## src/design/pid_aw_pkg.sv

```systemverilog
// ----------------------------------------------------------------------------
// pid_aw_pkg
// Types, register codes and constants of the PID anti-windup channel.
// ----------------------------------------------------------------------------
package pid_aw_pkg;

    localparam int FRAC_BITS_DEF = 8;
    localparam int SUM_WIDTH_DEF = 32;

    localparam int DATA_W    = 16;   // Q8.8 samples, gains and drive
    localparam int LIMIT_W   = 15;   // PWM limit magnitude
    localparam int ERR_W     = 17;   // setpoint minus measurement
    localparam int CFG_IDX_W = 3;

    // Measurement jump filter threshold, in whole units
    localparam int JUMP_STEPS = 10;

    // Drive forced while the tension alarm is raised
    localparam logic signed [DATA_W-1:0] ALARM_DRIVE = -16'sd50;

    typedef enum logic [CFG_IDX_W-1:0] {
        REG_PROP_GAIN    = 3'd0,
        REG_INTEG_GAIN   = 3'd1,
        REG_DERIV_GAIN   = 3'd2,
        REG_PWM_LIMIT    = 3'd3,
        REG_MANUAL_MODE  = 3'd4,
        REG_MANUAL_DRIVE = 3'd5
    } cfg_reg_t;

    typedef struct packed {
        logic [DATA_W-1:0]  prop_gain;
        logic [DATA_W-1:0]  integ_gain;
        logic [DATA_W-1:0]  deriv_gain;
        logic [LIMIT_W-1:0] pwm_limit;
        logic               manual_mode;
        logic [DATA_W-1:0]  manual_drive;
    } cfg_t;

    typedef struct packed {
        logic [DATA_W-1:0] setpoint;
        logic [DATA_W-1:0] measurement;
        logic              tension_alarm;
    } sample_t;

    typedef struct packed {
        logic [DATA_W-1:0] motor_drive;
        logic              saturated;
    } result_t;

endpackage

```

## src/design/pid_aw_law.sv

```systemverilog
// ----------------------------------------------------------------------------
// pid_aw_law
// Controller state and one-pass PID law with jump filter and anti-windup.
// ----------------------------------------------------------------------------
module pid_aw_law #(
    parameter int FRAC_BITS = pid_aw_pkg::FRAC_BITS_DEF,
    parameter int SUM_WIDTH = pid_aw_pkg::SUM_WIDTH_DEF
) (
    input  logic                aclk,
    input  logic                aresetn,
    input  logic                advance,
    input  pid_aw_pkg::sample_t sample,
    input  pid_aw_pkg::cfg_t    cfg,
    output pid_aw_pkg::result_t result
);

    localparam int SHIFT  = 2 * FRAC_BITS;
    localparam int LIM_W  = pid_aw_pkg::LIMIT_W + SHIFT + 1;
    localparam int UW_SUM = SUM_WIDTH + 18;
    localparam int UW     = (UW_SUM > LIM_W + 1) ? UW_SUM : LIM_W + 1;
    localparam int PI_W   = SUM_WIDTH + pid_aw_pkg::DATA_W;

    localparam logic signed [17:0] JUMP_LIMIT = 18'(pid_aw_pkg::JUMP_STEPS << FRAC_BITS);
    localparam logic signed [UW-1:0] ROUND_BIAS = UW'((64'd1 << SHIFT) - 64'd1);
    localparam logic signed [SUM_WIDTH-1:0] SUM_MAX = {1'b0, {(SUM_WIDTH-1){1'b1}}};
    localparam logic signed [SUM_WIDTH-1:0] SUM_MIN = {1'b1, {(SUM_WIDTH-1){1'b0}}};

    logic signed [15:0]          kept_meas_reg, kept_meas_next;
    logic signed [16:0]          prev_err_reg, err;
    logic signed [SUM_WIDTH-1:0] integ_reg, integ_next, integ_base, integ_sat;
    logic                        sat_reg, sat_next;

    logic signed [15:0]          setpoint, measurement;
    logic signed [17:0]          jump, err_delta;
    logic                        same_sign;
    logic signed [SUM_WIDTH:0]   integ_wide;
    logic signed [32:0]          p_prod;
    logic signed [33:0]          d_prod;
    logic signed [PI_W-1:0]      i_prod;
    logic signed [UW-1:0]        u_raw, u_clamp, u_bias, lim_pos, lim_neg;
    logic signed [15:0]          drive_ctl;

    assign setpoint    = $signed(sample.setpoint);
    assign measurement = $signed(sample.measurement);

    // Jump filter: keep the new measurement only when close to the last kept one
    always_comb begin
        jump = 18'(measurement) - 18'(kept_meas_reg);
        if ((jump < JUMP_LIMIT) && (jump > -JUMP_LIMIT)) begin
            kept_meas_next = measurement;
        end else begin
            kept_meas_next = kept_meas_reg;
        end
    end

    assign err       = 17'(setpoint) - 17'(kept_meas_next);
    assign err_delta = 18'(err) - 18'(prev_err_reg);

    // Anti-windup: clear unless the error keeps a strict sign, freeze while saturated
    always_comb begin
        same_sign  = ((err > 17'sd0) && (prev_err_reg > 17'sd0)) ||
                     ((err < 17'sd0) && (prev_err_reg < 17'sd0));
        integ_base = same_sign ? integ_reg : '0;
        integ_wide = (SUM_WIDTH+1)'(integ_base) + (SUM_WIDTH+1)'(err);
        if (integ_wide[SUM_WIDTH] != integ_wide[SUM_WIDTH-1]) begin
            integ_sat = integ_wide[SUM_WIDTH] ? SUM_MIN : SUM_MAX;
        end else begin
            integ_sat = integ_wide[SUM_WIDTH-1:0];
        end
        integ_next = sat_reg ? integ_base : integ_sat;
    end

    always_comb begin
        p_prod = 33'($signed(cfg.prop_gain)) * 33'(err);
        d_prod = 34'($signed(cfg.deriv_gain)) * 34'(err_delta);
        i_prod = PI_W'($signed(cfg.integ_gain)) * PI_W'(integ_next);
        u_raw  = UW'(p_prod) + UW'(d_prod) + UW'(i_prod);
    end

    // Clamp to the PWM limit, then truncate toward zero
    always_comb begin
        lim_pos = $signed({{(UW-pid_aw_pkg::LIMIT_W){1'b0}}, cfg.pwm_limit}) <<< SHIFT;
        lim_neg = -lim_pos;
        if (u_raw > lim_pos) begin
            u_clamp  = lim_pos;
            sat_next = 1'b1;
        end else if (u_raw < lim_neg) begin
            u_clamp  = lim_neg;
            sat_next = 1'b1;
        end else begin
            u_clamp  = u_raw;
            sat_next = 1'b0;
        end
        u_bias    = (u_clamp < 0) ? (u_clamp + ROUND_BIAS) : u_clamp;
        drive_ctl = u_bias[SHIFT +: 16];
    end

    always_comb begin
        if (cfg.manual_mode) begin
            result.motor_drive = cfg.manual_drive;
        end else if (sample.tension_alarm) begin
            result.motor_drive = pid_aw_pkg::ALARM_DRIVE;
        end else begin
            result.motor_drive = drive_ctl;
        end
        result.saturated = sat_next;
    end

    always_ff @(posedge aclk) begin
        if (!aresetn) begin
            kept_meas_reg <= '0;
            prev_err_reg  <= '0;
            integ_reg     <= '0;
            sat_reg       <= 1'b0;
        end else if (advance) begin
            kept_meas_reg <= kept_meas_next;
            prev_err_reg  <= err;
            integ_reg     <= integ_next;
            sat_reg       <= sat_next;
        end
    end

endmodule

```

## src/design/pid_antiwindup_channel_unit.sv

```systemverilog
// ----------------------------------------------------------------------------
// pid_antiwindup_channel_unit
// One PID control channel with measurement jump filter and anti-windup.
// ----------------------------------------------------------------------------
// Usage:
//   s_* carries one controller tick per transfer: setpoint and measurement
//   in s_tdata, the tension alarm in s_tuser. m_* returns exactly one result
//   per tick: motor drive in m_tdata, the saturation flag in m_tuser.
//   cfg_* writes the gain, limit and manual registers; write them only while
//   no tick is in flight. cfg_ready is always high.
//   Path: the input register, then the result register, from the input
//   transfer to m_tvalid. Throughput: one tick per cycle while m_tready
//   stays high; the controller state (kept measurement, previous error,
//   integral, saturation flag) updates in the same pass that fills the
//   result register, so the next tick sees it at once.
//   Reset (aresetn low, synchronous): clears the pipeline and the controller
//   state, gains and limit to zero, and selects manual mode with drive zero.
//   When the receiver stalls, the result holds in its register; one more
//   tick waits in the input register, then s_tready drops.
// ----------------------------------------------------------------------------
module pid_antiwindup_channel_unit #(
    parameter int FRAC_BITS = pid_aw_pkg::FRAC_BITS_DEF,
    parameter int SUM_WIDTH = pid_aw_pkg::SUM_WIDTH_DEF
) (
    input  logic        aclk,
    input  logic        aresetn,

    input  logic        s_tvalid,
    output logic        s_tready,
    input  logic [31:0] s_tdata,    // [15:0] setpoint, [31:16] measurement
    input  logic        s_tuser,    // [0] tension_alarm

    output logic        m_tvalid,
    input  logic        m_tready,
    output logic [15:0] m_tdata,    // [15:0] motor_drive
    output logic        m_tuser,    // [0] saturated

    input  logic        cfg_valid,
    output logic        cfg_ready,
    input  logic [2:0]  cfg_index,
    input  logic [15:0] cfg_data
);

    pid_aw_pkg::cfg_t    cfg_reg, cfg_next;
    pid_aw_pkg::sample_t sample_reg;
    pid_aw_pkg::result_t result_reg, law_result;
    logic                in_valid_reg, out_valid_reg;
    logic                advance;

    // Move the held tick into the result register when that slot frees up
    assign advance   = in_valid_reg && (!out_valid_reg || m_tready);
    assign s_tready  = !in_valid_reg || advance;
    assign cfg_ready = 1'b1;

    // Register writes; unknown indexes drop
    always_comb begin
        cfg_next = cfg_reg;
        if (cfg_valid) begin
            case (pid_aw_pkg::cfg_reg_t'(cfg_index))
                pid_aw_pkg::REG_PROP_GAIN:    cfg_next.prop_gain    = cfg_data;
                pid_aw_pkg::REG_INTEG_GAIN:   cfg_next.integ_gain   = cfg_data;
                pid_aw_pkg::REG_DERIV_GAIN:   cfg_next.deriv_gain   = cfg_data;
                pid_aw_pkg::REG_PWM_LIMIT:    cfg_next.pwm_limit    = cfg_data[14:0];
                pid_aw_pkg::REG_MANUAL_MODE:  cfg_next.manual_mode  = cfg_data[0];
                pid_aw_pkg::REG_MANUAL_DRIVE: cfg_next.manual_drive = cfg_data;
                default: ;
            endcase
        end
    end

    // Reset to zero gains and limit, manual mode with zero drive
    always_ff @(posedge aclk) begin
        if (!aresetn) begin
            cfg_reg <= '{prop_gain:    '0,
                         integ_gain:   '0,
                         deriv_gain:   '0,
                         pwm_limit:    '0,
                         manual_mode:  1'b1,
                         manual_drive: '0};
        end else begin
            cfg_reg <= cfg_next;
        end
    end

    // Input register: hold the tick until the law consumes it
    always_ff @(posedge aclk) begin
        if (!aresetn) begin
            in_valid_reg <= 1'b0;
        end else if (s_tready) begin
            in_valid_reg <= s_tvalid;
        end
    end

    always_ff @(posedge aclk) begin
        if (s_tvalid && s_tready) begin
            sample_reg.setpoint      <= s_tdata[15:0];
            sample_reg.measurement   <= s_tdata[31:16];
            sample_reg.tension_alarm <= s_tuser;
        end
    end

    pid_aw_law #(
        .FRAC_BITS (FRAC_BITS),
        .SUM_WIDTH (SUM_WIDTH)
    ) u_law (
        .aclk    (aclk),
        .aresetn (aresetn),
        .advance (advance),
        .sample  (sample_reg),
        .cfg     (cfg_reg),
        .result  (law_result)
    );

    // Result register: hold while the receiver stalls
    always_ff @(posedge aclk) begin
        if (!aresetn) begin
            out_valid_reg <= 1'b0;
        end else if (!out_valid_reg || m_tready) begin
            out_valid_reg <= in_valid_reg;
        end
    end

    always_ff @(posedge aclk) begin
        if (advance) begin
            result_reg <= law_result;
        end
    end

    assign m_tvalid = out_valid_reg;
    assign m_tdata  = result_reg.motor_drive;
    assign m_tuser  = result_reg.saturated;

endmodule

```

## config.mk

```make
export PLATFORM = sky130hd
export DESIGN_NAME = pid_antiwindup_channel_unit
export DESIGN_NICKNAME = d
export VERILOG_FILES = /design/src/design/pid_aw_pkg.sv /design/src/design/pid_aw_law.sv /design/src/design/pid_antiwindup_channel_unit.sv
export SDC_FILE = /design/constraint.sdc
export NUM_CORES = 2
export LEC_CHECK = 0
export BUFFER_PORTS_ARGS = -buffer_cell sky130_fd_sc_hd__buf_2
export CAP_MARGIN = 20
export CORE_MARGIN = 4
export CORE_UTILIZATION = 58
export DETAILED_ROUTE_END_ITERATION = 6
export GPL_ROUTABILITY_DRIVEN = 0
export PLACE_DENSITY = 0.74
export SLEW_MARGIN = 15
export SYNTH_ARGS = -nofsm -noshare
export SYNTH_HDL_FRONTEND = slang
export SYNTH_SLANG_ARGS = --single-unit
```

## constraint.sdc

```tcl
create_clock -name aclk -period 70.8 [get_ports aclk]
set_input_delay 7.08 -clock aclk [delete_from_list [all_inputs] [get_ports aclk]]
set_output_delay 7.08 -clock aclk [all_outputs]
set_load 0.005 [all_outputs]
```

* Word level (Yosys, flattened, before mapping)
Cells that the tools add are included.
Word-level totals: logic and storage cells 72, register bits after elaboration 198
Cells by class: multiply operators 3, mux-type cells 12, add/subtract/negate cells 8, $lt $le $gt $ge 9, reduce and logical (&&, ||, !) cells 17, equal/unequal tests 6
Operator list (count):
- 32-bit 2-to-1 mux | 5
- 50-bit 2-to-1 mux | 2
- 50-bit by 32-bit > comparator with 1-bit output | 1
- 50-bit by 1-bit less-than comparator with 1-bit output, second input constant | 1
- 50-bit less-than comparator | 1
- 31-bit negator with 50-bit output | 1
- 35-bit by 48-bit adder with 49-bit output | 1
- 16-bit by 32-bit multiplier with 48-bit output | 1
- 16-bit 2-to-1 mux | 3
- 33-bit by 34-bit adder with 35-bit output | 1
- 17-bit by 1-bit > comparator with 1-bit output, second input constant | 2
- 17-bit by 1-bit less-than comparator with 1-bit output, second input constant | 2
- 16-bit by 18-bit multiplier with 34-bit output | 1
- 16-bit by 16-bit subtractor with 17-bit output | 2
- 32-bit by 17-bit adder with 33-bit output | 1
- 16-bit by 17-bit multiplier with 33-bit output | 1
- 32-bit by 17-bit adder with 32-bit output, second input constant | 1
- 18-bit by 13-bit > comparator with 1-bit output, second input constant | 1
- 18-bit by 13-bit less-than comparator with 1-bit output, second input constant | 1
- 17-bit by 17-bit subtractor with 18-bit output | 1
- 2-bit AND reduction | 6
- 3-bit by 2-bit equality test with 1-bit output, second input constant | 2
- 3-bit equality test, second input constant | 2
- 1-bit logical AND | 5
- other kinds (6) | 10

* Depth between registers and ports, before layout
depth in word-level cells 22, gate-level depth with buffers 109, mapped depth without buffers 102

* Cells and area by module
From an unflattened synthesis, not the netlist that was laid out.
Second synthesis, totals: cells, all modules 6110, area, all modules 56579.3 µm²
Modules (own cells, without submodules):
- pid_aw_law | cells each 5766, area an instance 52041.2 µm², times used 1
- pid_antiwindup_channel_unit | cells each 344, area an instance 4538.1 µm², times used 1

* Worst setup path before layout
Ideal clock, no wire load.
path type flip-flop to flip-flop, start register sample_reg[2] (netlist name), end register result_reg, in the netlist m_tdata[15] (data pin), library setup time 0.157 ns, data arrival time 24.085 ns, stages on the path, launching flop included 104, path slack 46.559 ns, path buffers 9, required time 70.643 ns, path through edfxtp_1 ha_1 nor2b_1 o31a_1 o221a_2 or4_1 o311ai_1 a31oi_1 nor4b_2 a21o_1 clkbuf_1 mux2_2 ha_1 inv_1 fa_1 nand2_1 nand2_1 a21oi_1 [68 not listed] o21ai_0 xor2_1 ha_1 nand4_1 a2111oi_0 a21oi_1 o21ai_1 nand2_1 maj3_1 a211o_1 a211o_1 clkbuf_1 a41o_1 a221o_1 or2_4 or4_4 or4_1 a32oi_1
RTL lines:
- to (signal assigned) | line pid_antiwindup_channel_unit.sv:125 | result_reg <= law_result;
- to (decl) | line pid_antiwindup_channel_unit.sv:46 | pid_aw_pkg::result_t result_reg, law_result;

==> qor.yml <==
floorplanning:
  core-area_um2: 97000
  die-area_um2: 103000
  fp-row-count: 114
  die_width_um: 321
  chipHeight_um: 321
  io_pins: 77
  initial_core_util: 0.586
yosys:
  synth.area.top_cells: "fa_1, inv_1, ha_1"
  synth_cell_types: 97
  syn-cell-area_um2: 56900
  synth_top_area_cell: "fa_1"
  yosysSeqAreaShare: 0.0785
  synth-main-ff-cell: "dfxtp_1"
  synth_nets: 8014
  syn_avg_cell_area_um2: 9.02
  synth_edf_count: 50
  ys_ff_latch: 198
  synthArstFlopShare: 0
  synth_top_area_share: 0.455
  syn_inst: 6307
  synth_warnings: 0
final_layout:
  layout_common_cells: "inv_1, fa_1, nand2_1, ha_1, nor2b_1"
  layout_commonest_cell: "inv_1"
  area_delta_synth_final_pct: 4.16
  ff_latch_area_um2: 4460
  drive_gt1_frac: 0.0451
  largest_reg_flops: 80
  fin_util: 0.611
  n_fill_cell: 8247
  multi_input_area_um2: 46000
  final_cells: 7514
  nets: 7931
grt:
  grt_pass1_vias: 46253
  grt_pass1_wl_um: 253000
  grt-ovfl-total: 0
  antenna_found_initial: 2
  grt_use_total: 0.316
  grt_max_degree: 92
critical_path:
  worstReg2RegEnd: "m_tdata[15]"
  crit_end: "m_tdata[15]"
  cp_max_fo: 32
  cp.arrival_ns: 27.92
  worstSetupPathType: "reg2reg"
  end_kind: "flop"
  critical_path.startpoint: "sample_reg[2]"
  worstReg2RegStart: "sample_reg[2]"
  ff2ff_path_depth: 98
  slowest_stage: "a21oi_2"
  crit_required_ns: 71.15
  start_kind: "flop"
  critPathMaxStageDelay_ns: 0.76
  rrSetupSlack_ns: 43.22
cts:
  cts_setup_buffers: 0
  root_buffer: "clkbuf_16"
  clock-sinks: 198
  cts_tree: "done"
  cts_buffers: 17
  cts-hold-fix-buffers: 0
  cts_resized: 0
  clkSlewWorstSetupHoldPaths_ns: 0.08
  ctsHtreeMaxLevel: 4
  cts_buffer_depth: 2
  worstSkewPairLatency_ns: 0.52
route:
  ant_nets: 0
  route.detailed.drc: 9
  dr.pass1.iters: 7
  vias: 42736
  drt-total-wl_um: 156000
  wl_per_cell_um: 20.8
  drtIter0Drc: 3470
  vias_per_cell: 5.69
timing:
  slew_violations: 0
  hold_viol_final: 0
  fmax_mhz: 36.3
  holdWs_ns: 0.477
  fin_setup_tns_ns: 0
  fin_skew_ns: 0.0183
  finalCritPeriodShare: 0.389
  grt_setup_unrepaired: "no"
  max_slew_margin: 0.229
  layout_min_cycle_time_ns: 27.58
  worst_slew_pin_slew_ns: 1.16
  finalSetupViolations: 0
hold_path:
  hold_class: "reg2reg"
status:
  status: "complete, but fails checks"
  violations: "design-rule violations"
placement:
  dpl.hpwl_um: 129000
  portBuffers: 75
  dp_cells: 7479
pwr:
  leakage_nw: 28.2
  power_density_nw_per_um2: 26.0
  ir_drop_v: 0.0000302
job:
  maxCapViolations: 0
cell usage after synthesis (all sizes together) (25+ instances only):
master  count
ha        356
fa       1294
nor2      166
and3       25
xor2       39
nor2b     334
dfxtp     148
a21boi    130
a21oi     186
o21a       25
nand2b    114
a31oi      26
nand2     767
nand3      39
clkbuf    249
edfxtp     50
or3        27
inv      1472
o21ai     135
xnor2      88
nor3       34
and2      247
a21o       45
routing by layer:
metal / track usage / part of all wire
met1: 0.386 / 0.37
met2: 0.532 / 0.48
met3: 0.0466 / 0.069
met4: 0.198 / 0.076
met5: 0 / 0
cells by family after synthesis:
kind of cell,synth area share
compound gates,0.0884
buf+inv,0.115
flops,0.0785
xor+xnor,0.0196
simple gates,0.163
other cells,0.0000659
mux,0.000924
fa+ha+maj,0.535
final cells by class:
type	instances	share of cell area
antenna	1	0.0000422
clock buffer	19	0.00784
clock inverter	13	0.00211
inverter	1472	0.0933
multi-input combinational	4371	0.776
sequential	198	0.0754
tap	1276	0.0269
timing repair buffer	164	0.0182
per-stage QoR:
step	worst slack, ns	power, mW	cell area (um2)
after CTS	43.70	1.51	59200
after global placement	44.44	1.36	58600
after detailed placement	43.82	1.39	58600
after floorplan	46.56	1.00	56900
final	43.22	1.54	59200
after global routing	41.46	1.67	59200
worst min-delay path by stage:
stage / cells past startpoint / startpoint / slack, ns / endpoint
3_5_place_dp: 2 / cfg_reg[62] / 0.46 / cfg_reg[62]
4_1_cts: 2 / cfg_reg[62] / 0.47 / cfg_reg[62]
3_3_place_gp: 2 / cfg_reg[14] / 0.45 / cfg_reg[14]
2_1_floorplan: 2 / cfg_reg[13] / 0.44 / cfg_reg[13]
5_1_grt: 2 / cfg_reg[12] / 0.51 / cfg_reg[12]
6_report: 2 / cfg_reg[13] / 0.48 / cfg_reg[13]
power breakdown:
part	total (mW)	switching, mW	internal [mW]
combinational	1.30	0.852	0.448
sequential	0.131	0.00775	0.124
clock	0.106	0.0558	0.0499
total	1.54	0.916	0.622
worst max-delay path, delay by kind of cell (launching register included):
family | cells | cell delay (ns)
AOI/OAI and AO/OA | 39 | 10.02
buffers and inverters | 10 | 1.00
xor gates and xnor gates | 2 | 0.38
muxes | 1 | 0.42
and+or+nand+nor | 28 | 7.75
DFF | 1 | 0.43
adders and majority gates | 18 | 7.34
No activity file was read; power rests on OpenSTA's default activity.
